--- src/hdl/psc_pkg.sv ---
// psc_pkg: widths, constants and shared types of the pressure sensor compensation pipeline
package psc_pkg;

    // field widths at the ports
    localparam int RAW_W     = 24;
    localparam int CAL_W     = 16;
    localparam int PM_W      = 15;
    localparam int TC_W      = 8;
    localparam int TDATA_IN_W  = 2 * RAW_W;
    localparam int TDATA_OUT_W = 24;
    localparam int CFG_IDX_W = 3;

    // internal widths, sized to the value ranges
    localparam int DT_W      = RAW_W + 1;
    localparam int PROD_W    = DT_W + CAL_W + 1;
    localparam int DTSQ_W    = 2 * RAW_W;
    localparam int TEMP_W    = 19;
    localparam int OFF_W     = 36;
    localparam int SENS_W    = 35;
    localparam int TI_LO_W   = 17;
    localparam int TI_HI_W   = 12;
    localparam int SQ_W      = 34;
    localparam int TT_W      = 20;
    localparam int OFFI_W    = 38;
    localparam int SENSI_W   = 37;
    localparam int TMAG_W    = 14;
    localparam int TQ_W      = TC_W - 1;
    localparam int ACC_W     = 40;
    localparam int HALF_W    = ACC_W / 2;
    localparam int PP_W      = RAW_W + HALF_W;
    localparam int X_W       = 64;
    localparam int Y_W       = 43;
    localparam int Z_W       = 44;
    localparam int Q_W       = 31;
    localparam int QV_W      = 19;

    // pipeline depth in register stages ahead of the output buffer
    localparam int PIPE_STAGES = 12;

    // scaling shifts of the compensation formulas
    localparam int C5_SHIFT    = 8;
    localparam int TEMP_SHIFT  = 23;
    localparam int C2_SHIFT    = 16;
    localparam int OFF_SHIFT   = 7;
    localparam int C1_SHIFT    = 15;
    localparam int SENS_SHIFT  = 8;
    localparam int TI_LO_SHIFT = 33;
    localparam int TI_HI_SHIFT = 36;
    localparam int P_SHIFT     = 21;
    localparam int Q_SHIFT     = 13;

    // temperature breakpoints in 0.01 C
    localparam int TEMP_REF  = 2000;
    localparam int VLOW_OFS  = 1500;

    // reciprocal multipliers for divide by 100 and by 10
    localparam int RECIP100       = 10486;
    localparam int RECIP100_SHIFT = 20;
    localparam int TPROD_W        = RECIP100_SHIFT + TQ_W;
    localparam int RECIP10        = 419431;
    localparam int RECIP10_SHIFT  = 22;

    // output limits and the raw thresholds that map to them
    localparam int P_MAX = 30000;
    localparam int T_MIN = -40;
    localparam int T_MAX = 125;
    localparam int TT_LO = -4099;
    localparam int TT_HI = 12599;
    localparam int Q_LO  = -9;
    localparam int Q_HI  = 300009;

    // calibration register indexes
    typedef enum logic [CFG_IDX_W-1:0] {
        CFG_C1 = 3'd0,
        CFG_C2 = 3'd1,
        CFG_C3 = 3'd2,
        CFG_C4 = 3'd3,
        CFG_C5 = 3'd4,
        CFG_C6 = 3'd5
    } t_cfg_idx;

    // calibration words
    typedef struct packed {
        logic [CAL_W-1:0] c1;
        logic [CAL_W-1:0] c2;
        logic [CAL_W-1:0] c3;
        logic [CAL_W-1:0] c4;
        logic [CAL_W-1:0] c5;
        logic [CAL_W-1:0] c6;
    } t_cal;

    // hand-off from the compensation front end to the pressure back end
    typedef struct packed {
        logic [RAW_W-1:0]         d1;
        logic signed [ACC_W-1:0]  off2;
        logic signed [ACC_W-1:0]  sens2;
        logic [TPROD_W-1:0]       tprod;
        logic                     tneg;
        logic                     tlo;
        logic                     thi;
    } t_front;

    // one result beat
    typedef struct packed {
        logic                    clipped;
        logic signed [TC_W-1:0]  temperature_c;
        logic [PM_W-1:0]         pressure_mbar;
    } t_result;

endpackage

--- src/hdl/psc_pipe_ctrl.sv ---
// psc_pipe_ctrl: valid bits that travel with the data through the pipeline stages
module psc_pipe_ctrl import psc_pkg::*; #(
    parameter int STAGES = PIPE_STAGES
) (
    input  logic i_clk,
    input  logic i_rst_n,
    input  logic i_in_valid,
    input  logic i_adv,
    output logic o_in_ready,
    output logic o_last_valid
);

    logic [STAGES-1:0] r_valid;
    logic [STAGES-1:0] n_valid;

    // shift the valid bits along with the stage registers
    always_comb begin
        n_valid = {r_valid[STAGES-2:0], i_in_valid};
    end

    always_ff @(posedge i_clk) begin
        if (!i_rst_n) begin
            r_valid <= '0;
        end else if (i_adv) begin
            r_valid <= n_valid;
        end
    end

    assign o_in_ready   = i_adv;
    assign o_last_valid = r_valid[STAGES-1];

endmodule

--- config.mk ---
export PLATFORM = sky130hd
export DESIGN_NAME = psc_pipe_ctrl
export DESIGN_NICKNAME = d
export VERILOG_FILES = /design/src/hdl/psc_pkg.sv /design/src/hdl/psc_pipe_ctrl.sv
export SDC_FILE = /design/constraint.sdc
export NUM_CORES = 1
export LEC_CHECK = 0
export ABC_AREA = 1
export BUFFER_PORTS_ARGS = -buffer_cell sky130_fd_sc_hd__buf_2
export CAP_MARGIN = 20
export CORE_AREA = 5 5 42 44
export CTS_CLUSTER_SIZE = 25
export DETAILED_ROUTE_END_ITERATION = 7
export DIE_AREA = 0 0 47 49
export GPL_TIMING_DRIVEN = 0
export MAX_ROUTING_LAYER = met4
export RECOVER_POWER = 25
export SLEW_MARGIN = 5
export SYNTH_ARGS = -nofsm -noshare
export SYNTH_HDL_FRONTEND = slang
export SYNTH_SLANG_ARGS = --single-unit
--- constraint.sdc ---
create_clock -name i_clk -period 1.9 [get_ports i_clk]
set_clock_uncertainty 0.15 [all_clocks]
set_input_delay 0.19 -clock i_clk [delete_from_list [all_inputs] [get_ports i_clk]]
set_output_delay 0.19 -clock i_clk [all_outputs]
set_load 0.03 [all_outputs]
Word-level counts from Yosys, hierarchy flattened
Index checks and enable logic that the tools add are counted.
{"block": "word_totals", "input_bits": 4, "regBits": 12, "out_inout_bits": 2, "word_cells": 1}

Depth between registers and ports, before layout
{"block": "depth", "ltp_word": 0, "depth_mapped": 4, "mapped_depth_nobuf": 4}

Worst setup path before layout
OpenSTA, ideal clock, no wires.
{"block": "synth_path", "path_type": "register to register", "from": "reg, netlist name r_valid[11]", "to": "reg r_valid[11]", "setup_ns": 0.064, "setup_slack_ns": 1.056, "stages_incl_launch_ff": 3, "arrival_time_ns": 0.630, "synth_period_minus_slack_ns": 0.844, "required_time_ns": 1.686, "n_path_buf": 0, "cell_sequence": "dfxtp_1 -> nor2_1 -> nor2_1"}
{"item": "to (signal assigned)", "line": "psc_pipe_ctrl.sv:25", "source": "r_valid <= n_valid;"}
{"item": "to (decl)", "line": "psc_pipe_ctrl.sv:13", "source": "logic [STAGES-1:0] r_valid;"}

Worst setup path after layout
{"block": "layout_path", "from": "reg r_valid[11]", "to": "out o_last_valid"}
{"item": "to (decl)", "line": "psc_pipe_ctrl.sv:10", "source": "output logic o_last_valid"}
No word-level cell between the ends.

==> results by group <==
STA
  • RSZ-0062 raised after global routing: no
  • Final hold violations: 0
  • Max_slew headroom: 0.8804
  • Final Max Tran Viols: 0
  • Hold Slack: 0.0001604 ns
  • Final period util: 0.5968
  • Setup Viol. Count Final: 0
  • Setup TNS: 0 ns
  • Max Clk Rate: 882.0 MHz
  • Worst Max-Slew Pin Slew: 0.1794 ns
  • Post-route minimum period: 1.134 ns

Synthesis
  • Sequential element share of the synthesized area: 0.4800
  • Number of synthesized register bits: 12
  • Synth cell types: 7
  • Yosys top cell by area: dfxtp_1
  • EDFF count, synth: 0
  • Post-synthesis cell count: 76
  • Most frequent cells after synthesis: nand2_1 (24), nor2_1 (24), dfxtp_1 (12), inv_1 (12), buf_6 (2)
  • Synth warnings: 0
  • Ranking of synthesized cells by area: dfxtp_1 (48%), nand2_1 (18%), nor2_1 (18%), inv_1 (9.0%), buf_6 (4.5%)
  • Ys flop type: dfxtp_1
  • Syn Area/Cell: 6.585 um2
  • Net count after synthesis: 80
  • Async set-reset flop share out of synthesis: 0
  • Post-synthesis cell area: 500.5 um2
  • Top cell type's share of synthesized area: 0.4800

Clock tree
  • Clock Sinks: 12
  • Hold-fix buffers, CTS: 0
  • # H-tree levels: 1
  • Worst-skew pair later-pin latency: 0.28 ns
  • Postcts setup bufs: 0
  • CTS Buffer Depth: 2
  • Post_cts resized: 0
  • CTS tree: built
  • Clk Tree Root Cell: clkbuf_4
  • CTS Buf Count: 3
  • Clk slew on worst S/H paths: 0.07 ns

Final layout
  • Finished Core Util: 0.4152
  • Fin nets: 90
  • Footprint of the multi-input gates: 180.2 um2
  • # diodes: 0
  • Sequential Area: 240.2 um2
  • Max reg flops: 12
  • Layout area overhead: 16.25%
  • Reg with most FFs: r_valid
  • Top Registers: r_valid (12)
  • Cell Count, Final, Fillers Out: 101
  • Fillers: 148
  • Layout cells sized above 1: 0.1529

Worst setup path
  • Crit-path cells: buf_2
  • Critical path's slowest cell: dfxtp_1
  • Critical path buffer and inverter count: 1
  • Delay-heaviest family, CP: flip-flops
  • Crit end category: output pin
  • CP Launch Type: flop
  • CP required: 1.56 ns
  • Worst reg2reg setup slack: 1.14 ns
  • Max FO, Critical Path: 2
  • Slowest stage delay, CP: 0.33 ns
  • CP Class: reg -> out
  • Data arrival time of the worst path: 0.79 ns

Outcome
  • Status: finished, final reports clean

Drt
  • Vias per cell: 4.109
  • Pre-antenna DRT Iters: 4
  • Routed WL per cell: 8.010 um
  • DRC viols: 0
  • Final wirelength: 809 um
  • ANT nets after route: 0
  • Vias: 415
  • 1st-iter DRT viols: 7

Power and ir drop
  • Max IR drop VDD: 0.4567 mV
  • Leak Pwr: 0.3088 nW
  • Pwr dens: 933.4 mW/mm2

Floorplan
  • Die area: 0.002303 mm2
  • Site Rows: 14
  • Chip height: 49 um
  • Initial core utilization: 0.3571
  • I/O pin total: 6
  • Die width: 47 um
  • Core Area: 0.001401 mm2

GRT
  • Grt ovf: 0
  • Largest net degree at the start of global routing: 11
  • Vias in the first global route: 317
  • GRT Total Usage: 0.08327
  • First-pass GRT wire length: 1345 um
  • Antenna violations before repair: 0

Worst hold path
  • Hold/Removal Path Class: in -> reg

Run
  • Max-cap violations: 0

Placement
  • PortBufs: 5
  • Routability congestion estimate: 0.6639
  • Placed cells: 97
  • Hpwl dp: 552.9 um
metrics by stage:
| step | instance area, um2 | setup WS (ns) | total power, W |
|---|---|---|---|
| floorplan | 500.5 | 1.056 | 0.0003292 |
| global placement | 545.5 | 0.9095 | 0.0003438 |
| finish | 581.8 | 0.7662 | 0.0005430 |
| detailed placement | 545.5 | 0.9059 | 0.0003455 |
| CTS | 581.8 | 0.7581 | 0.0005488 |
| global route | 581.8 | 0.7384 | 0.0005726 |
kinds of logic after synthesis:
group | after synthesis | share of synthesized area
DFF | 12 | 0.4800
buffers and inverters | 16 | 0.1600
and+or+nand+nor | 48 | 0.3600
layer usage:
metal	up-vias	global-route usage	routed length, um
li1	232	-	-
met1	169	0.1175	443
met3	5	0.02214	39
met2	9	0.09276	288
met5	-	-	0
met4	0	0.06912	37
cell type report:
type / instances / area share
Sequential cell: 12 / 0.4129
Tap cell: 16 / 0.03441
Clock buffer: 4 / 0.06237
Timing Repair Buffer: 5 / 0.04301
Buffer: 4 / 0.06022
Inverter: 12 / 0.07742
Multi-Input combinational cell: 48 / 0.3097
cell usage in the layout, fill, tap and decap left out:
master	netlist	final
nor2_1	24	24
nand2_1	24	24
inv_1	12	12
dfxtp_1	12	12
buf_2	1	6
clkbuf_4	0	3
buf_6	2	2
buf_4	1	1
clkbuf_8	0	1
path summary, 6_finish.rpt:
path / startpoint / endpoint / depth (start not counted)
worst max-delay path: r_valid[11]$_SDFFE_PN0P_ / o_last_valid / 1
worst min-delay path: i_rst_n / r_valid[9]$_SDFFE_PN0P_ / 3
worst max register to register: r_valid[6]$_SDFFE_PN0P_ / r_valid[7]$_SDFFE_PN0P_ / 4
worst min register to register: r_valid[11]$_SDFFE_PN0P_ / r_valid[11]$_SDFFE_PN0P_ / 2
report_power, final:
part            total, W  switching [W]  internal (W)
Sequential      0.000276     0.00000783      0.000268
Clock           0.000205      0.0000880      0.000117
Combinational  0.0000629      0.0000367     0.0000261
Total           0.000543       0.000133      0.000411
Power figures use the tool's default switching activity.
