==> config.mk <==
export PLATFORM = sky130hd
export DESIGN_NAME = psc_out_skid
export DESIGN_NICKNAME = d
export VERILOG_FILES = /design/src/hdl/psc_pkg.sv /design/src/hdl/psc_out_skid.sv
export SDC_FILE = /design/constraint.sdc
export NUM_CORES = 1
export LEC_CHECK = 0
export ABC_AREA = 1
export CAP_MARGIN = 15
export CELL_PAD_IN_SITES_DETAIL_PLACEMENT = 2
export CELL_PAD_IN_SITES_GLOBAL_PLACEMENT = 2
export CORE_ASPECT_RATIO = 0.9
export CORE_UTILIZATION = 43
export DETAILED_ROUTE_END_ITERATION = 12
export DONT_BUFFER_PORTS = 1
export PLACE_DENSITY = 0.8
export SKIP_LAST_GASP = 1
export SLEW_MARGIN = 0
export SYNTH_ARGS = -nofsm -noshare
export SYNTH_HDL_FRONTEND = slang
export SYNTH_SLANG_ARGS = --single-unit
==> constraint.sdc <==
create_clock -name i_clk -period 4.08 [get_ports i_clk]
set_clock_uncertainty 0.2 [all_clocks]
set_input_delay 1.224 -clock i_clk [delete_from_list [all_inputs] [get_ports i_clk]]
set_output_delay 1.224 -clock i_clk [all_outputs]
set_load 0.01 [all_outputs]
==> src/hdl/psc_pkg.sv <==
// psc_pkg: widths, constants and shared types of the pressure sensor compensation pipeline
package psc_pkg;

    // field widths at the ports
    localparam int RAW_W     = 24;
    localparam int CAL_W     = 16;
    localparam int PM_W      = 15;
    localparam int TC_W      = 8;
    localparam int TDATA_IN_W  = 2 * RAW_W;
    localparam int TDATA_OUT_W = 24;
    localparam int CFG_IDX_W = 3;

    // internal widths, sized to the value ranges
    localparam int DT_W      = RAW_W + 1;
    localparam int PROD_W    = DT_W + CAL_W + 1;
    localparam int DTSQ_W    = 2 * RAW_W;
    localparam int TEMP_W    = 19;
    localparam int OFF_W     = 36;
    localparam int SENS_W    = 35;
    localparam int TI_LO_W   = 17;
    localparam int TI_HI_W   = 12;
    localparam int SQ_W      = 34;
    localparam int TT_W      = 20;
    localparam int OFFI_W    = 38;
    localparam int SENSI_W   = 37;
    localparam int TMAG_W    = 14;
    localparam int TQ_W      = TC_W - 1;
    localparam int ACC_W     = 40;
    localparam int HALF_W    = ACC_W / 2;
    localparam int PP_W      = RAW_W + HALF_W;
    localparam int X_W       = 64;
    localparam int Y_W       = 43;
    localparam int Z_W       = 44;
    localparam int Q_W       = 31;
    localparam int QV_W      = 19;

    // pipeline depth in register stages ahead of the output buffer
    localparam int PIPE_STAGES = 12;

    // scaling shifts of the compensation formulas
    localparam int C5_SHIFT    = 8;
    localparam int TEMP_SHIFT  = 23;
    localparam int C2_SHIFT    = 16;
    localparam int OFF_SHIFT   = 7;
    localparam int C1_SHIFT    = 15;
    localparam int SENS_SHIFT  = 8;
    localparam int TI_LO_SHIFT = 33;
    localparam int TI_HI_SHIFT = 36;
    localparam int P_SHIFT     = 21;
    localparam int Q_SHIFT     = 13;

    // temperature breakpoints in 0.01 C
    localparam int TEMP_REF  = 2000;
    localparam int VLOW_OFS  = 1500;

    // reciprocal multipliers for divide by 100 and by 10
    localparam int RECIP100       = 10486;
    localparam int RECIP100_SHIFT = 20;
    localparam int TPROD_W        = RECIP100_SHIFT + TQ_W;
    localparam int RECIP10        = 419431;
    localparam int RECIP10_SHIFT  = 22;

    // output limits and the raw thresholds that map to them
    localparam int P_MAX = 30000;
    localparam int T_MIN = -40;
    localparam int T_MAX = 125;
    localparam int TT_LO = -4099;
    localparam int TT_HI = 12599;
    localparam int Q_LO  = -9;
    localparam int Q_HI  = 300009;

    // calibration register indexes
    typedef enum logic [CFG_IDX_W-1:0] {
        CFG_C1 = 3'd0,
        CFG_C2 = 3'd1,
        CFG_C3 = 3'd2,
        CFG_C4 = 3'd3,
        CFG_C5 = 3'd4,
        CFG_C6 = 3'd5
    } t_cfg_idx;

    // calibration words
    typedef struct packed {
        logic [CAL_W-1:0] c1;
        logic [CAL_W-1:0] c2;
        logic [CAL_W-1:0] c3;
        logic [CAL_W-1:0] c4;
        logic [CAL_W-1:0] c5;
        logic [CAL_W-1:0] c6;
    } t_cal;

    // hand-off from the compensation front end to the pressure back end
    typedef struct packed {
        logic [RAW_W-1:0]         d1;
        logic signed [ACC_W-1:0]  off2;
        logic signed [ACC_W-1:0]  sens2;
        logic [TPROD_W-1:0]       tprod;
        logic                     tneg;
        logic                     tlo;
        logic                     thi;
    } t_front;

    // one result beat
    typedef struct packed {
        logic                    clipped;
        logic signed [TC_W-1:0]  temperature_c;
        logic [PM_W-1:0]         pressure_mbar;
    } t_result;

endpackage

==> src/hdl/psc_out_skid.sv <==
// psc_out_skid: two-entry output buffer between the pipeline and the result stream
module psc_out_skid import psc_pkg::*; (
    input  logic    i_clk,
    input  logic    i_rst_n,
    input  logic    i_push,
    input  t_result i_data,
    output logic    o_room,
    output logic    o_valid,
    output t_result o_data,
    input  logic    i_ready
);

    logic    r_out_valid;
    logic    r_spare_valid;
    t_result r_out;
    t_result r_spare;
    logic    w_take;

    assign w_take = r_out_valid & i_ready;

    // output register refills from the spare entry first
    always_ff @(posedge i_clk) begin
        if (!i_rst_n) begin
            r_out_valid   <= 1'b0;
            r_spare_valid <= 1'b0;
        end else if (w_take || !r_out_valid) begin
            if (r_spare_valid) begin
                r_out         <= r_spare;
                r_out_valid   <= 1'b1;
                r_spare_valid <= i_push;
                if (i_push) begin
                    r_spare <= i_data;
                end
            end else begin
                r_out_valid <= i_push;
                if (i_push) begin
                    r_out <= i_data;
                end
            end
        end else if (i_push) begin
            r_spare       <= i_data;
            r_spare_valid <= 1'b1;
        end
    end

    assign o_room  = ~r_spare_valid;
    assign o_valid = r_out_valid;
    assign o_data  = r_out;

`ifndef SYNTHESIS
    // a beat is never pushed into a full buffer
    a_no_overflow: assert property (@(posedge i_clk) disable iff (!i_rst_n)
        i_push |-> !r_spare_valid)
        else $error("result pushed into full output buffer");

    // the spare entry is only in use behind a waiting output beat
    a_spare_behind_out: assert property (@(posedge i_clk) disable iff (!i_rst_n)
        r_spare_valid |-> r_out_valid)
        else $error("spare entry held without output beat");
`endif

endmodule

## Yosys cells after proc, flatten, opt, wreduce, memory -nomap -nowiden

Index checks and enable logic that the tools add are counted.

- Bits in registers: 50
- Latch bits: 0
- RAM bits: 0
- Bits in read-only memories: 0
- Bits of input ports: 28
- Output and inout bits: 26
- Word-level logic and storage cells: 26
- Memories kept: 0

- $add $sub $neg: 0
- Multiply operators: 0
- Div/mod/pow operators: 0
- Magnitude comparators: 0
- Equal/unequal tests: 1
- Shifts and indexed selects: 0
- Mux-type cells: 9
- Bitwise logic cells: 2
- Reductions and logical operators: 6

Operators by type and width:

| operator | count |
|---|---|
| 24-bit 2-to-1 mux | 5 |
| 1-bit 2-to-1 mux | 4 |
| 2-bit nonzero test | 2 |
| 3-bit AND reduction | 1 |
| 2-bit != test, second input constant | 1 |
| 2-bit AND reduction | 1 |
| 1-bit AND | 1 |
| 1-bit zero test | 1 |
| 1-bit logical OR | 1 |
| 1-bit inverter | 1 |

## Longest topological paths before layout

- Depth in word-level cells: 4
- Gate-level depth with buffers: 5
- Depth with buffers taken out: 5

## Worst setup path after synthesis

No wires, ideal clock.

- Path type: input to register
- From: input i_ready
- To: register r_spare[0] in the netlist's numbering (enable)
- Library setup time: 0.413 ns
- Arrival time: 2.555 ns
- Required time: 3.467 ns
- Slack: 0.912 ns
- Stages: 3
- Buffers on the path: 0
- Cell sequence: inv_1 -> nand2_1 -> a21oi_1

- Word-level cells in the longest chain between the ends: 4

RTL lines:

| element | line | source |
|---|---|---|
| start, declared | psc_out_skid.sv:10 | `input logic i_ready` |
| 1-bit AND | psc_out_skid.sv:19 | `assign w_take = r_out_valid & i_ready;` |
| 1-bit logical OR | psc_out_skid.sv:26 | `end else if (w_take \|\| !r_out_valid) begin` |
| 2-bit != test (no source line) | -- |  |
| 2-bit AND reduction (no source line) | -- |  |
| end signal, assigned | psc_out_skid.sv:32 | `r_spare <= i_data;` |
| end signal, assigned | psc_out_skid.sv:41 | `r_spare <= i_data;` |
| end, declared | psc_out_skid.sv:16 | `t_result r_spare;` |

Every way passes these cells.
A chain may end at the register's enable or synchronous reset.

## Final worst setup path

- From: register r_spare_valid
- To: output o_room

- Word-level cells in the longest chain between the ends: 1

RTL lines:

| element | line | source |
|---|---|---|
| start, declared | psc_out_skid.sv:14 | `logic r_spare_valid;` |
| start signal, assigned | psc_out_skid.sv:30 | `r_spare_valid <= i_push;` |
| 1-bit inverter | psc_out_skid.sv:46 | `assign o_room = ~r_spare_valid;` |
| end, declared | psc_out_skid.sv:7 | `output logic o_room,` |

Every way passes these cells.

==> metrics.md <==
| Metric | Value |
|---|---|
| Status | `finished, final reports clean` |
| Pint | `0.713 mW` |
| Cts-stage hold buffer count | `0` |
| Clock power frac | `29.3%` |
| Synth area leaders | `edfxtp_1 (76%), nand2_1 (14%), dfxtp_1 (2.1%)` |
| Synthesized area per cell | `13.2 um^2` |
| Fin area | `2020 um^2` |
| Warnings, synthesis | `0` |
| Gr ovfl total | `0` |
| Dpl hpwl | `2700 um` |
| Least-Margin Pin Slew | `0.502 ns` |
| Syn Nets | `171` |
| Setup CP Type | `reg -> out` |
| Port bufs | `0` |
| Layout area overhead | `6.55%` |
| Initial core utilization | `45.5%` |
| DRT Pass-1 Iters | `2` |
| Post-route setup slack | `1.54 ns` |
| Die W | `71.9 um` |
| CTS tree | `done` |
| Max_slew headroom | `66.5%` |
| CORE AREA | `4160 um^2` |
| # diodes | `0` |
| Final Routed Wirelength | `3760 um` |
| Antenna violation net count after detailed routing | `0` |
| Placed Instances | `201` |
| Share of layout cells above drive strength 1 | `10.8%` |
| Maximum clock path buffer count | `2` |
| WP buf/inv | `1` |
| Pre-CTS setup slack | `1.42 ns` |
| Initial antenna violation count | `0` |
| Largest net degree at the start of global routing | `27` |
| Number of max-cap violations | `0` |
| Leakage | `0.770 nW` |
| CP max-delay cell | `dfxtp_1` |
| Comb power frac | `3.9%` |
| RSZ-0062 raised after global routing | `no` |
| Pins Over Slew Limit | `0` |
| Final setup viols | `0` |
| TritonCTS buffer count | `5` |
| VDD IR max | `0.000193 V` |
| GRT Total Usage | `18.3%` |
| CTS-repair resized insts | `0` |
| Post-synth top area cell | `edfxtp_1` |
| Tcrit/Tclk final | `62.1%` |
| R2R setup slack | `2.05 ns` |
| Post CTS Setup Buffer Count | `0` |
| Final min period | `2.54 ns` |
| Max Fanout on Critical Path | `26` |
| I/O pin count | `54` |
| Layout Nets | `176` |
| Distinct cells, synth | `12` |
| Via density per instance | `4.91` |
| Worst-path clk slew | `0.08 ns` |
| Final setup TNS | `0 ns` |
| Sw Ratio | `20.4%` |
| Startpoint Class | `flip-flop` |
| DRC | `0` |
| Worst Path Required | `2.66 ns` |
| Yosys reg bits | `50` |
| Worst hold margin | `0.324 ns` |
| Worst reg2reg endpoint | `o_data[21]` |
| CP Data Arrival Time | `1.11 ns` |
| Routed via count | `1,022` |
| Die ar. | `4670 um^2` |
| Seq/Total Area, Yosys | `78.3%` |
| H-tree depth | `2` |
| Psw | `0.182 mW` |
| CP delay by family, top | `flip-flops` |
| Most frequent cells in the layout | `nand2_1 (72), edfxtp_1 (48), nand2_2 (5), clkbuf_8 (5), inv_1 (4)` |
| Vias in the first global route | `1,195` |
| Non-Filler Instances | `208` |
| Final Hold Fails | `0` |
| Hold Crit Class | `reg -> reg` |
| Routability congestion estimate | `0.685` |
| Hold depth | `2` |
| Mapped Area | `1890 um^2` |
| Leading cell type in the layout, fill and taps excluded | `nand2_1` |
| Starting DRT DRC Count | `41` |
| Placed cell area | `1940 um^2` |
| Max Clock Freq | `394 MHz` |
| P per Cell Area | `444 nW/um^2` |
| First-pass GRT wire length | `6010 um` |
| CTS root buf | `clkbuf_8` |
| Worst Hold Path EP | `o_data[13]` |
| R2r startpoint | `r_spare_valid` |
| Max incr delay on CP | `0.64 ns` |
| Drt wl/cell | `18.1 um` |
| Num rows | `22` |
| Seq pwr share | `66.8%` |
| CP endpoint kind | `primary output` |
| Crit-path cells | `inv_8` |
| DIE HEIGHT | `64.9 um` |
| Share of the synthesized area in the top cell type | `76.2%` |
| Post-Syn Instances | `143` |
| Insertion delay to the later sink of the worst-skew pair | `0.29 ns` |
| Hold Crit Start | `r_spare[13]` |
| Worst R2R Path Depth | `3` |
| Clk sinks | `50` |
-- cell families after synthesis --
kind of cell / synth area share (%)
buffers and inverters: 4.36
and+or+nand+nor: 16.5
DFF: 78.3
AOI/OAI and AO/OA: 0.793
-- layer usage --
layer,global-route usage [%],share of wire (%),up-vias
li1,-,-,481
met1,19.5,38,490
met2,31.4,52,41
met3,7.62,7.1,10
met4,8.82,2.2,0
met5,0,0,-
-- power groups by stage --
| stage | combinational, mW | clock, mW | sequential, mW |
|---|---|---|---|
| final | 0.0348 | 0.263 | 0.598 |
| after global routing | 0.0406 | 0.294 | 0.600 |
| after CTS | 0.0361 | 0.271 | 0.598 |
| after detailed placement | 0.0359 | 0 | 0.610 |
| after global placement | 0.0319 | 0 | 0.609 |
| after floorplan | 0.0275 | 0 | 0.607 |
-- registers in the layout, summed over array words and instances, names as in the netlist --
name and count:
o_data 24, r_spare 24, o_valid 1, r_spare_valid 1
-- worst reg2reg max path: stages (launching register included) --
cell and delay (ns):
dfxtp_1 0.64, o21ai_0 0.22, nor2_2 0.33, buf_4 0.33
-- cell type report --
cell class | instances | area, um^2
multi-input cells | 83 | 334
fillers | 406 | 2140
flip-flops and latches | 50 | 1480
inverters | 5 | 26.3
repair buffers | 3 | 22.5
clock buffers | 7 | 76.3
well taps | 60 | 75.1
-- through the flow --
stage	util [%]	power, mW
2_1_floorplan	-	0.634
3_3_place_gp	46.7	0.641
3_5_place_dp	46.7	0.646
4_1_cts	48.5	0.906
5_1_grt	48.5	0.934
6_report	48.5	0.895
-- how the worst max path moves through the flow --
stage	cells past startpoint	startpoint	slack, ns	to
floorplan	3	i_ready	0.91	r_spare[0]
global route	1	r_spare_valid	1.46	o_room
global placement	5	i_ready	1.52	o_data[13]
detailed placement	5	i_ready	1.42	o_data[13]
finish	1	r_spare_valid	1.54	o_room
CTS	1	r_spare_valid	1.50	o_room
-- Yosys cell counts --
| cell | number |
|---|---|
| buf_8 | 1 |
| nand2_2 | 5 |
| buf_4 | 1 |
| nor2_1 | 3 |
| dfxtp_1 | 2 |
| buf_6 | 3 |
| edfxtp_1 | 48 |
| inv_1 | 4 |
| inv_8 | 1 |
| nand2_1 | 72 |
| o21ai_0 | 1 |
| a21oi_1 | 2 |
Power figures use the tool's default switching activity.
