==> src/hdl/psc_pkg.sv <==
// psc_pkg: widths, constants and shared types of the pressure sensor compensation pipeline
package psc_pkg;

    // field widths at the ports
    localparam int RAW_W     = 24;
    localparam int CAL_W     = 16;
    localparam int PM_W      = 15;
    localparam int TC_W      = 8;
    localparam int TDATA_IN_W  = 2 * RAW_W;
    localparam int TDATA_OUT_W = 24;
    localparam int CFG_IDX_W = 3;

    // internal widths, sized to the value ranges
    localparam int DT_W      = RAW_W + 1;
    localparam int PROD_W    = DT_W + CAL_W + 1;
    localparam int DTSQ_W    = 2 * RAW_W;
    localparam int TEMP_W    = 19;
    localparam int OFF_W     = 36;
    localparam int SENS_W    = 35;
    localparam int TI_LO_W   = 17;
    localparam int TI_HI_W   = 12;
    localparam int SQ_W      = 34;
    localparam int TT_W      = 20;
    localparam int OFFI_W    = 38;
    localparam int SENSI_W   = 37;
    localparam int TMAG_W    = 14;
    localparam int TQ_W      = TC_W - 1;
    localparam int ACC_W     = 40;
    localparam int HALF_W    = ACC_W / 2;
    localparam int PP_W      = RAW_W + HALF_W;
    localparam int X_W       = 64;
    localparam int Y_W       = 43;
    localparam int Z_W       = 44;
    localparam int Q_W       = 31;
    localparam int QV_W      = 19;

    // pipeline depth in register stages ahead of the output buffer
    localparam int PIPE_STAGES = 12;

    // scaling shifts of the compensation formulas
    localparam int C5_SHIFT    = 8;
    localparam int TEMP_SHIFT  = 23;
    localparam int C2_SHIFT    = 16;
    localparam int OFF_SHIFT   = 7;
    localparam int C1_SHIFT    = 15;
    localparam int SENS_SHIFT  = 8;
    localparam int TI_LO_SHIFT = 33;
    localparam int TI_HI_SHIFT = 36;
    localparam int P_SHIFT     = 21;
    localparam int Q_SHIFT     = 13;

    // temperature breakpoints in 0.01 C
    localparam int TEMP_REF  = 2000;
    localparam int VLOW_OFS  = 1500;

    // reciprocal multipliers for divide by 100 and by 10
    localparam int RECIP100       = 10486;
    localparam int RECIP100_SHIFT = 20;
    localparam int TPROD_W        = RECIP100_SHIFT + TQ_W;
    localparam int RECIP10        = 419431;
    localparam int RECIP10_SHIFT  = 22;

    // output limits and the raw thresholds that map to them
    localparam int P_MAX = 30000;
    localparam int T_MIN = -40;
    localparam int T_MAX = 125;
    localparam int TT_LO = -4099;
    localparam int TT_HI = 12599;
    localparam int Q_LO  = -9;
    localparam int Q_HI  = 300009;

    // calibration register indexes
    typedef enum logic [CFG_IDX_W-1:0] {
        CFG_C1 = 3'd0,
        CFG_C2 = 3'd1,
        CFG_C3 = 3'd2,
        CFG_C4 = 3'd3,
        CFG_C5 = 3'd4,
        CFG_C6 = 3'd5
    } t_cfg_idx;

    // calibration words
    typedef struct packed {
        logic [CAL_W-1:0] c1;
        logic [CAL_W-1:0] c2;
        logic [CAL_W-1:0] c3;
        logic [CAL_W-1:0] c4;
        logic [CAL_W-1:0] c5;
        logic [CAL_W-1:0] c6;
    } t_cal;

    // hand-off from the compensation front end to the pressure back end
    typedef struct packed {
        logic [RAW_W-1:0]         d1;
        logic signed [ACC_W-1:0]  off2;
        logic signed [ACC_W-1:0]  sens2;
        logic [TPROD_W-1:0]       tprod;
        logic                     tneg;
        logic                     tlo;
        logic                     thi;
    } t_front;

    // one result beat
    typedef struct packed {
        logic                    clipped;
        logic signed [TC_W-1:0]  temperature_c;
        logic [PM_W-1:0]         pressure_mbar;
    } t_result;

endpackage

==> src/hdl/psc_pressure.sv <==
// psc_pressure: pressure product, scaling and saturation, stages 6 to 11
module psc_pressure import psc_pkg::*; (
    input  logic    i_clk,
    input  logic    i_en,
    input  t_front  i_front,
    output t_result o_result
);

    // stage 6
    logic [PP_W-1:0]          r6_plo;
    logic signed [PP_W-1:0]   r6_phi;
    logic signed [ACC_W-1:0]  r6_off2;
    logic signed [TC_W-1:0]   r6_temp;
    logic                     r6_tclip;
    // stage 7
    logic signed [X_W-1:0]    r7_x;
    logic signed [ACC_W-1:0]  r7_off2;
    // stage 8
    logic signed [Y_W-1:0]    r8_y;
    logic signed [ACC_W-1:0]  r8_off2;
    // stage 9
    logic signed [Z_W-1:0]    r9_z;
    // stage 10
    logic signed [Q_W-1:0]    r10_q;
    // stage 11
    logic                     r11_qlo;
    logic                     r11_qneg;
    logic                     r11_qhi;
    logic [PM_W-1:0]          r11_p;
    // temperature result riding along, stages 7 to 11
    logic [TC_W:0]            r_tdly [7:11];

    logic [PP_W-1:0]          w_plo;
    logic signed [PP_W:0]     w_phi;
    logic [TQ_W-1:0]          w_tq;
    logic [TC_W-1:0]          w_tval;
    logic signed [X_W-1:0]    w_xb;
    logic signed [X_W-1:0]    w_y;
    logic signed [Z_W-1:0]    w_zb;
    logic signed [Z_W-1:0]    w_q;
    logic [2*QV_W-1:0]        w_pprod;

    // D1 times SENS in two partial products
    assign w_plo = i_front.d1 * i_front.sens2[HALF_W-1:0];
    assign w_phi = $signed({1'b0, i_front.d1}) * $signed(i_front.sens2[ACC_W-1:HALF_W]);

    // temperature divide by 100 finished, sign restored
    assign w_tq   = i_front.tprod[TPROD_W-1:RECIP100_SHIFT];
    assign w_tval = i_front.tneg ? (TC_W'(0) - {1'b0, w_tq}) : {1'b0, w_tq};

    // truncating shifts toward zero
    assign w_xb = r7_x + $signed({{(X_W-P_SHIFT){1'b0}}, {P_SHIFT{r7_x[X_W-1]}}});
    assign w_y  = w_xb >>> P_SHIFT;
    assign w_zb = r9_z + $signed({{(Z_W-Q_SHIFT){1'b0}}, {Q_SHIFT{r9_z[Z_W-1]}}});
    assign w_q  = w_zb >>> Q_SHIFT;

    // divide by 10 by reciprocal, exact over the unclipped range
    assign w_pprod = r10_q[QV_W-1:0] * QV_W'(RECIP10);

    always_ff @(posedge i_clk) begin
        if (i_en) begin
            // stage 6: partial products, final temperature
            r6_plo   <= w_plo;
            r6_phi   <= w_phi[PP_W-1:0];
            r6_off2  <= i_front.off2;
            r6_tclip <= i_front.tlo | i_front.thi;
            if (i_front.tlo) begin
                r6_temp <= TC_W'(T_MIN);
            end else if (i_front.thi) begin
                r6_temp <= TC_W'(T_MAX);
            end else begin
                r6_temp <= w_tval;
            end
            // stage 7: full product
            r7_x     <= $signed({r6_phi, {HALF_W{1'b0}}})
                      + $signed({{(X_W-PP_W){1'b0}}, r6_plo});
            r7_off2  <= r6_off2;
            // stage 8: product over 2^21
            r8_y     <= w_y[Y_W-1:0];
            r8_off2  <= r7_off2;
            // stage 9: minus OFF
            r9_z     <= $signed({{(Z_W-Y_W){r8_y[Y_W-1]}}, r8_y})
                      - $signed({{(Z_W-ACC_W){r8_off2[ACC_W-1]}}, r8_off2});
            // stage 10: over 2^13
            r10_q    <= w_q[Q_W-1:0];
            // stage 11: range flags and millibar value
            r11_qlo  <= r10_q < $signed(Q_W'(Q_LO));
            r11_qneg <= r10_q[Q_W-1];
            r11_qhi  <= r10_q > $signed(Q_W'(Q_HI));
            r11_p    <= w_pprod[RECIP10_SHIFT +: PM_W];
            // temperature delay line
            r_tdly[7] <= {r6_tclip, r6_temp};
            for (int k = 8; k <= 11; k++) begin
                r_tdly[k] <= r_tdly[k-1];
            end
        end
    end

    // saturation of the pressure result
    always_comb begin
        if (r11_qneg) begin
            o_result.pressure_mbar = '0;
        end else if (r11_qhi) begin
            o_result.pressure_mbar = PM_W'(P_MAX);
        end else begin
            o_result.pressure_mbar = r11_p;
        end
        o_result.temperature_c = r_tdly[11][TC_W-1:0];
        o_result.clipped       = r11_qlo | r11_qhi | r_tdly[11][TC_W];
    end

endmodule

==> config.mk <==
export PLATFORM = sky130hd
export DESIGN_NAME = psc_pressure
export DESIGN_NICKNAME = d
export VERILOG_FILES = /design/src/hdl/psc_pkg.sv /design/src/hdl/psc_pressure.sv
export SDC_FILE = /design/constraint.sdc
export NUM_CORES = 2
export LEC_CHECK = 0
export BUFFER_PORTS_ARGS = -buffer_cell sky130_fd_sc_hd__buf_4
export CAP_MARGIN = 5
export CORE_MARGIN = 2
export CORE_UTILIZATION = 25
export CTS_CLUSTER_SIZE = 24
export DETAILED_ROUTE_END_ITERATION = 8
export MAX_ROUTING_LAYER = met4
export PLACE_DENSITY = 0.5
export SKIP_LAST_GASP = 1
export SLEW_MARGIN = 20
export SYNTH_ARGS = -nofsm -noshare
export SYNTH_HDL_FRONTEND = slang
export SYNTH_SLANG_ARGS = --single-unit
==> constraint.sdc <==
create_clock -name i_clk -period 17.9 [get_ports i_clk]
set_input_delay 1.79 -clock i_clk [delete_from_list [all_inputs] [get_ports i_clk]]
set_output_delay 1.79 -clock i_clk [all_outputs]
set_load 0.1 [all_outputs]
======== Yosys cells after proc, flatten, opt, wreduce, memory -nomap -nowiden ========
Memory sizes are Yosys's and may differ from the RTL's.
Cells that the tools add are included.
word-level totals
  bits in registers ....................... 417
  latch bits .............................. 0
  memory bits (writable) .................. 45
  memory bits (read-only) ................. 0
  bits of input ports ..................... 136
  output and inout port bits .............. 24
  logic and storage cells ................. 37
  memories ................................ 1
operators by class
  $add $sub $neg .......................... 5
  multiply operators ...................... 3
  divide/modulo/power cells ............... 0
  order comparisons ....................... 2
  eq/ne operators ......................... 0
  shift operators ......................... 0
  multiplexer cells ....................... 6
  bitwise operators ....................... 3
  reduce and logical (&&, ||, !) cells .... 1
memory list
  name    words  bits a word  read ports  clocked after Yosys merged registers in  wr ports  RTL line            source
  r_tdly  5      9            5           0                                        5         psc_pressure.sv:31  logic [TC_W:0] r_tdly [7:11];
operators by type and width
  kind                    count
  $add 64x22->64          1
  $add 64x45->64          1
  $add 44x14->44          1
  $mul 24x20->44          1
  $mul 25x20->44          1
  $sub 43x40->44          1
  $mul 19x19->37 const B  1
  $gt 31x20->1 const B    1
  $lt 31x5->1 const B     1
  $mux 15                 2
  $mux 8                  2
  $sub 1x7->8 const A     1
  $or 1x1->1              3
  $mux 1                  2
  $reduce_or 2->1         1

======== Longest topological paths before layout ========
  depth after elaboration ................. 3
  depth in mapped cells ................... 28
  gate-level depth less buffers ........... 26

======== Least setup slack after synthesis ========
OpenSTA, ideal clock, no wires.
  path kind ............................... in2reg
  start point ............................. input port i_front[125] (netlist name)
  end point ............................... register r6_plo[40], data pin
  setup time .............................. 0.135 ns
  data arrival time ....................... 8.003 ns
  required time ........................... 17.765 ns
  path slack .............................. 9.762 ns
  cell stages on the path ................. 26
  path buffers ............................ 2
  path through ............................ clkbuf_1 -> nand2_1 -> fa_1 -> inv_1 -> fa_1 -> inv_1 -> fa_1 -> inv_1 -> fa_1 -> fa_1 -> fa_1 -> inv_1 -> fa_1 -> inv_1 -> ha_1 -> clkbuf_2 -> nand2_1 -> a211oi_1 -> a211oi_1 -> o31a_1 -> a21oi_1 -> a31oi_1 -> a21o_1 -> o22a_1 -> or4_1 -> nand3_1
between the ends
  cells in the longest elaborated chain, start to end .. 1
RTL lines
  element               RTL line            source
  from (decl)           psc_pressure.sv:5   input t_front i_front,
  $mul 24x20->44        psc_pressure.sv:44  assign w_plo = i_front.d1 * i_front.sens2[HALF_W-1:0];
  net w_plo[40]         psc_pressure.sv:33  logic [PP_W-1:0] w_plo;
  to (signal assigned)  psc_pressure.sv:63  r6_plo <= w_plo;
  to (decl)             psc_pressure.sv:10  logic [PP_W-1:0] r6_plo;
The timed path passes the listed nets, and every way through them passes these cells.
A chain may end at the register's enable or synchronous reset.

======== Worst setup path in the final report ========
  start point ............................. input port i_front[119] (netlist name)
  end point ............................... register r6_phi[40], data pin
between the ends
  cells in the longest elaborated chain, start to end .. 1
RTL lines
  element               RTL line            source
  $mul 25x20->44        psc_pressure.sv:45  assign w_phi = $signed({1'b0, i_front.d1}) * $signed(i_front.sens2[ACC_W-1:HALF_W]);
  net w_phi[40]         psc_pressure.sv:34  logic signed [PP_W:0] w_phi;
  to (signal assigned)  psc_pressure.sv:64  r6_phi <= w_phi[PP_W-1:0];
  to (decl)             psc_pressure.sv:11  logic signed [PP_W-1:0] r6_phi;
The timed path passes the listed nets, and every way through them passes these cells.

==> flow_metrics.py <==
metrics = {
    "drt": {
        "drt_iter0_markers": 2008,
        "routed-via-count": 38050,
        "avgViaCountPerCell": 4.35,
        "avgRoutedWirePerCell_um": 17.2,
        "drc": 0,
        "final_antenna_net_count": 0,
        "totalWireLength_um": 151000,
        "1st_pass_router_iterations": 5,
    },
    "critical_path": {
        "worstReg2RegStart": "r10_q[10]$_DFFE_PP_",
        "timing.rr.end": "r11_p[8]$_DFFE_PP_",
        "critical-path-slowest-cell": "sky130_fd_sc_hd__o41ai_1",
        "worst_path_dominant_cell_family": "adder cells",
        "crit_required_ns": 18.27,
        "timing_worst_setup_path_type": "in2reg",
        "worstPathMaxFanout": 21,
        "rr_worst_depth": 21,
        "flop2flop_setup_slack_ns": 10.88,
        "critPathBufInv": 8,
        "timing.critical_path.mode_cell": "sky130_fd_sc_hd__fa_1",
        "timing.critical_path.to": "r6_phi[40]$_DFFE_PP_",
        "worstSetupStartpoint": "i_front[119]",
        "critical_path.max_stage_delay_ns": 0.87,
        "critical_path_depth": 27,
        "start_kind": "primary input",
        "arrival_ns": 9.54,
        "cp_endpoint_kind": "flip-flop",
    },
    "clocking": {
        "clock-root-buffer": "sky130_fd_sc_hd__clkbuf_16",
        "post_cts_setup_inserts": 0,
        "clkSinkCount": 462,
        "clock_tree.htree_level_count": 2,
        "cts.hold.buffers_added": 0,
        "cts_tree": "done",
        "clock_insertion_delay_at_the_later_pin_of_the_skew_report_ns": 0.64,
        "cts_bufs_inserted": 49,
        "cts_repair_resizes": 0,
        "cts.reportedPaths.clkPinSlew_ns": 0.06,
        "bufs_on_longest_clock_path": 3,
    },
    "yosys": {
        "synth_xor_xnor_area_share_pct": 3.83,
        "yosys.area_share.simple_pct": 12.6,
        "synthArstFlopShare_pct": 0,
        "sequential_element_share_of_the_synthesized_area_pct": 23.8,
        "synth.net_count": 7324,
        "yosys_most_used_dff": "sky130_fd_sc_hd__edfxtp_1",
        "synthCells": 5668,
        "yosys-mux-area-fraction_pct": 0.0686,
        "yosys_register_bits": 462,
        "synth_fa_ha_area_share_pct": 44.4,
        "synth_enable_flop_cells": 462,
        "yosysWarnings": 0,
        "synth_compound_area_share_pct": 6.18,
        "synth_area_per_cell_um2": 10.3,
        "combinational_family_with_the_most_area_after_synthesis": "adder cells",
        "synth.lib_cells_used.distinct": 78,
        "synthesis.area_um2": 58400,
    },
    "floorplan": {
        "placeableCoreArea_um2": 232000,
        "top_level_pins": 160,
        "die_area_um2": 237000,
        "floorplan.initialDensity_pct": 25.1,
        "fp.dieH_um": 487,
        "die_x_um": 487,
        "floorplan.rows": 177,
    },
    "layout": {
        "final_util_pct": 27.6,
        "layout-drive-gt1-share_pct": 4.55,
        "layout.nets": 7310,
        "fill_cells": 24315,
        "most_common_cell_after_layout_fill_and_taps_aside": "sky130_fd_sc_hd__inv_1",
        "layout_common_cells": "sky130_fd_sc_hd__inv_1 (1193), sky130_fd_sc_hd__fa_1 (921), sky130_fd_sc_hd__ha_1 (599), sky130_fd_sc_hd__nand2_1 (575), sky130_fd_sc_hd__and2_1 (495)",
        "multi_input_comb_area_um2": 39200,
        "syn2layout_area_growth_pct": 9.85,
        "area.sequential_um2": 13900,
    },
    "outcome": {
        "outcome": "finished clean",
    },
    "placed_design": {
        "detailed_place_hpwl_um": 112000,
        "place.gp.congestion": 0.932,
        "io_buffer_count": 139,
        "pre_cts_slack_ns": 8.01,
    },
    "global_routing": {
        "grt_peak_use_layer": "met2",
        "grt_start_max_net_pins": 85,
        "first_global_vias": 41531,
        "grt_met3_use_pct": 1.39,
        "number_of_antenna_violations_at_the_first_check_in_global_routing": 5,
        "groute.layer.met2.usage_pct": 21.8,
        "grt_util_all_layers_pct": 13.3,
        "grt_use_met1_pct": 17.5,
        "gr-total-overflow": 0,
        "grt_pass1_wl_um": 239000,
    },
    "sta": {
        "setup_slack_ns": 8.73,
        "setup_total_negative_slack_ns": 0,
        "timing.final.max_slew_violations": 0,
        "maxSlewHeadroom_pct": 29.2,
        "timing.final.hold_violations": 0,
        "setup_viol": 0,
        "finalClockSkew_ns": 0.0262,
        "grt_setup_unrepaired": "false",
        "timing.hold.ws_ns": 0.403,
        "final.min_clock_period_ns": 9.17,
        "fmaxAchievable_ghz": 0.109,
        "worst_pin_slew_ns": 1.05,
        "layout_worst_path_cycle_share_pct": 51.2,
    },
    "run": {
        "max_cap_violations": 0,
    },
    "min_path": {
        "timing.hold.worst.class": "reg2reg",
    },
}
## layout make-up
class	instances	area share, %
multi-input cells	3797	61.1
repair buffers	151	1.78
clock inverters	38	0.632
diodes	3	0.0117
flip-flops and latches	462	21.6
clock buffers	52	1.93
well taps	3043	5.94
inverters	1193	6.98
## sequential cells by signal, indices dropped and copies added (netlist names)
| signal | flops |
|---|---|
| r11_qhi | 1 |
| r6_tclip | 1 |
| r7_off2 | 40 |
| r8_y | 43 |
| r10_q | 31 |
| r9_z | 44 |
| r11_qneg | 1 |
| r11_p | 15 |
| r7_x | 64 |
| r8_off2 | 40 |
| r6_off2 | 40 |
| r6_plo | 44 |
| r6_temp | 8 |
| r11_qlo | 1 |
| r6_phi | 44 |
| r_tdly | 45 |
## worst min path at each step
| stage | start | to | cells after the start | slack [ns] |
|---|---|---|---|---|
| after floorplan | r6_off2[0]$_DFFE_PP_ | r7_off2[0]$_DFFE_PP_ | 0 | 0.40 |
| after global placement | r6_plo[5]$_DFFE_PP_ | r7_x[5]$_DFFE_PP_ | 0 | 0.40 |
| after detailed placement | r6_plo[11]$_DFFE_PP_ | r7_x[11]$_DFFE_PP_ | 0 | 0.40 |
| after CTS | r6_off2[18]$_DFFE_PP_ | r7_off2[18]$_DFFE_PP_ | 0 | 0.40 |
| after global routing | r6_off2[18]$_DFFE_PP_ | r7_off2[18]$_DFFE_PP_ | 0 | 0.41 |
| final | r6_off2[18]$_DFFE_PP_ | r7_off2[18]$_DFFE_PP_ | 0 | 0.40 |
## through the flow
step,instances,area [um^2]
finish,8739,64100
global route,8737,64100
CTS,8736,64100
detailed placement,8646,62500
global placement,8646,62500
floorplan,5668,58400
## layer usage
metal  routed length (um)  vias up
met5                    0        -
met4                 3630        0
met3                 7600      190
met2                70900      910
met1                68400    19204
li1                     -    17746
## cells by family after synthesis
family	count (synthesis)
AND/OR/NAND/NOR	1462
buffers and inverters	1409
adder cells (fa/ha/maj)	1520
AO/OA/AOI/OAI	556
multiplexers	4
flip-flops	462
XOR/XNOR	255
## cells in the mapped netlist, types with 3 or more instances
cell                        number  area share (%)
sky130_fd_sc_hd__and2_1        495             5.3
sky130_fd_sc_hd__xnor2_1       184             2.8
sky130_fd_sc_hd__nand3b_1        3           0.039
sky130_fd_sc_hd__a2111oi_0       4           0.060
sky130_fd_sc_hd__o21bai_1       22            0.28
sky130_fd_sc_hd__buf_4           8            0.10
sky130_fd_sc_hd__nor2b_1        22            0.24
sky130_fd_sc_hd__a21o_1        114             1.5
sky130_fd_sc_hd__and4_1          9            0.14
sky130_fd_sc_hd__o21ai_1        13            0.11
sky130_fd_sc_hd__xor2_1         71             1.1
sky130_fd_sc_hd__o31ai_1         3           0.039
sky130_fd_sc_hd__clkbuf_1      202             1.3
sky130_fd_sc_hd__or3_1           8           0.086
sky130_fd_sc_hd__or2_2           4           0.043
sky130_fd_sc_hd__o21a_1         19            0.24
sky130_fd_sc_hd__ha_1          599              13
sky130_fd_sc_hd__o22ai_1         3           0.032
sky130_fd_sc_hd__mux2i_1         4           0.069
sky130_fd_sc_hd__nor3_1         21            0.18
sky130_fd_sc_hd__nor2_1        121            0.78
sky130_fd_sc_hd__o2111ai_1       5           0.075
sky130_fd_sc_hd__nor3_2          3           0.051
sky130_fd_sc_hd__inv_1        1193             7.7
sky130_fd_sc_hd__nand4_1        45            0.48
sky130_fd_sc_hd__fa_1          921              32
sky130_fd_sc_hd__o21ai_0        87            0.75
sky130_fd_sc_hd__nor4_1          7           0.075
sky130_fd_sc_hd__a21boi_0        4           0.051
sky130_fd_sc_hd__a41oi_1         3           0.045
sky130_fd_sc_hd__a31o_2          5           0.075
sky130_fd_sc_hd__nand2_1       575             3.7
sky130_fd_sc_hd__o211ai_1        9            0.12
sky130_fd_sc_hd__a21oi_1       179             1.5
sky130_fd_sc_hd__a221o_1         4           0.069
sky130_fd_sc_hd__a31oi_1        21            0.23
sky130_fd_sc_hd__edfxtp_1      462              24
sky130_fd_sc_hd__a211oi_1       19            0.24
sky130_fd_sc_hd__nand3_1        67            0.57
sky130_fd_sc_hd__o31a_1          5           0.075
sky130_fd_sc_hd__a211o_1         6           0.090
sky130_fd_sc_hd__and3_1         37            0.40
sky130_fd_sc_hd__nand2b_1       33            0.35
Power is not shown: default switching activity piles up to over one toggle a cycle in this logic, so the estimate is an artifact.
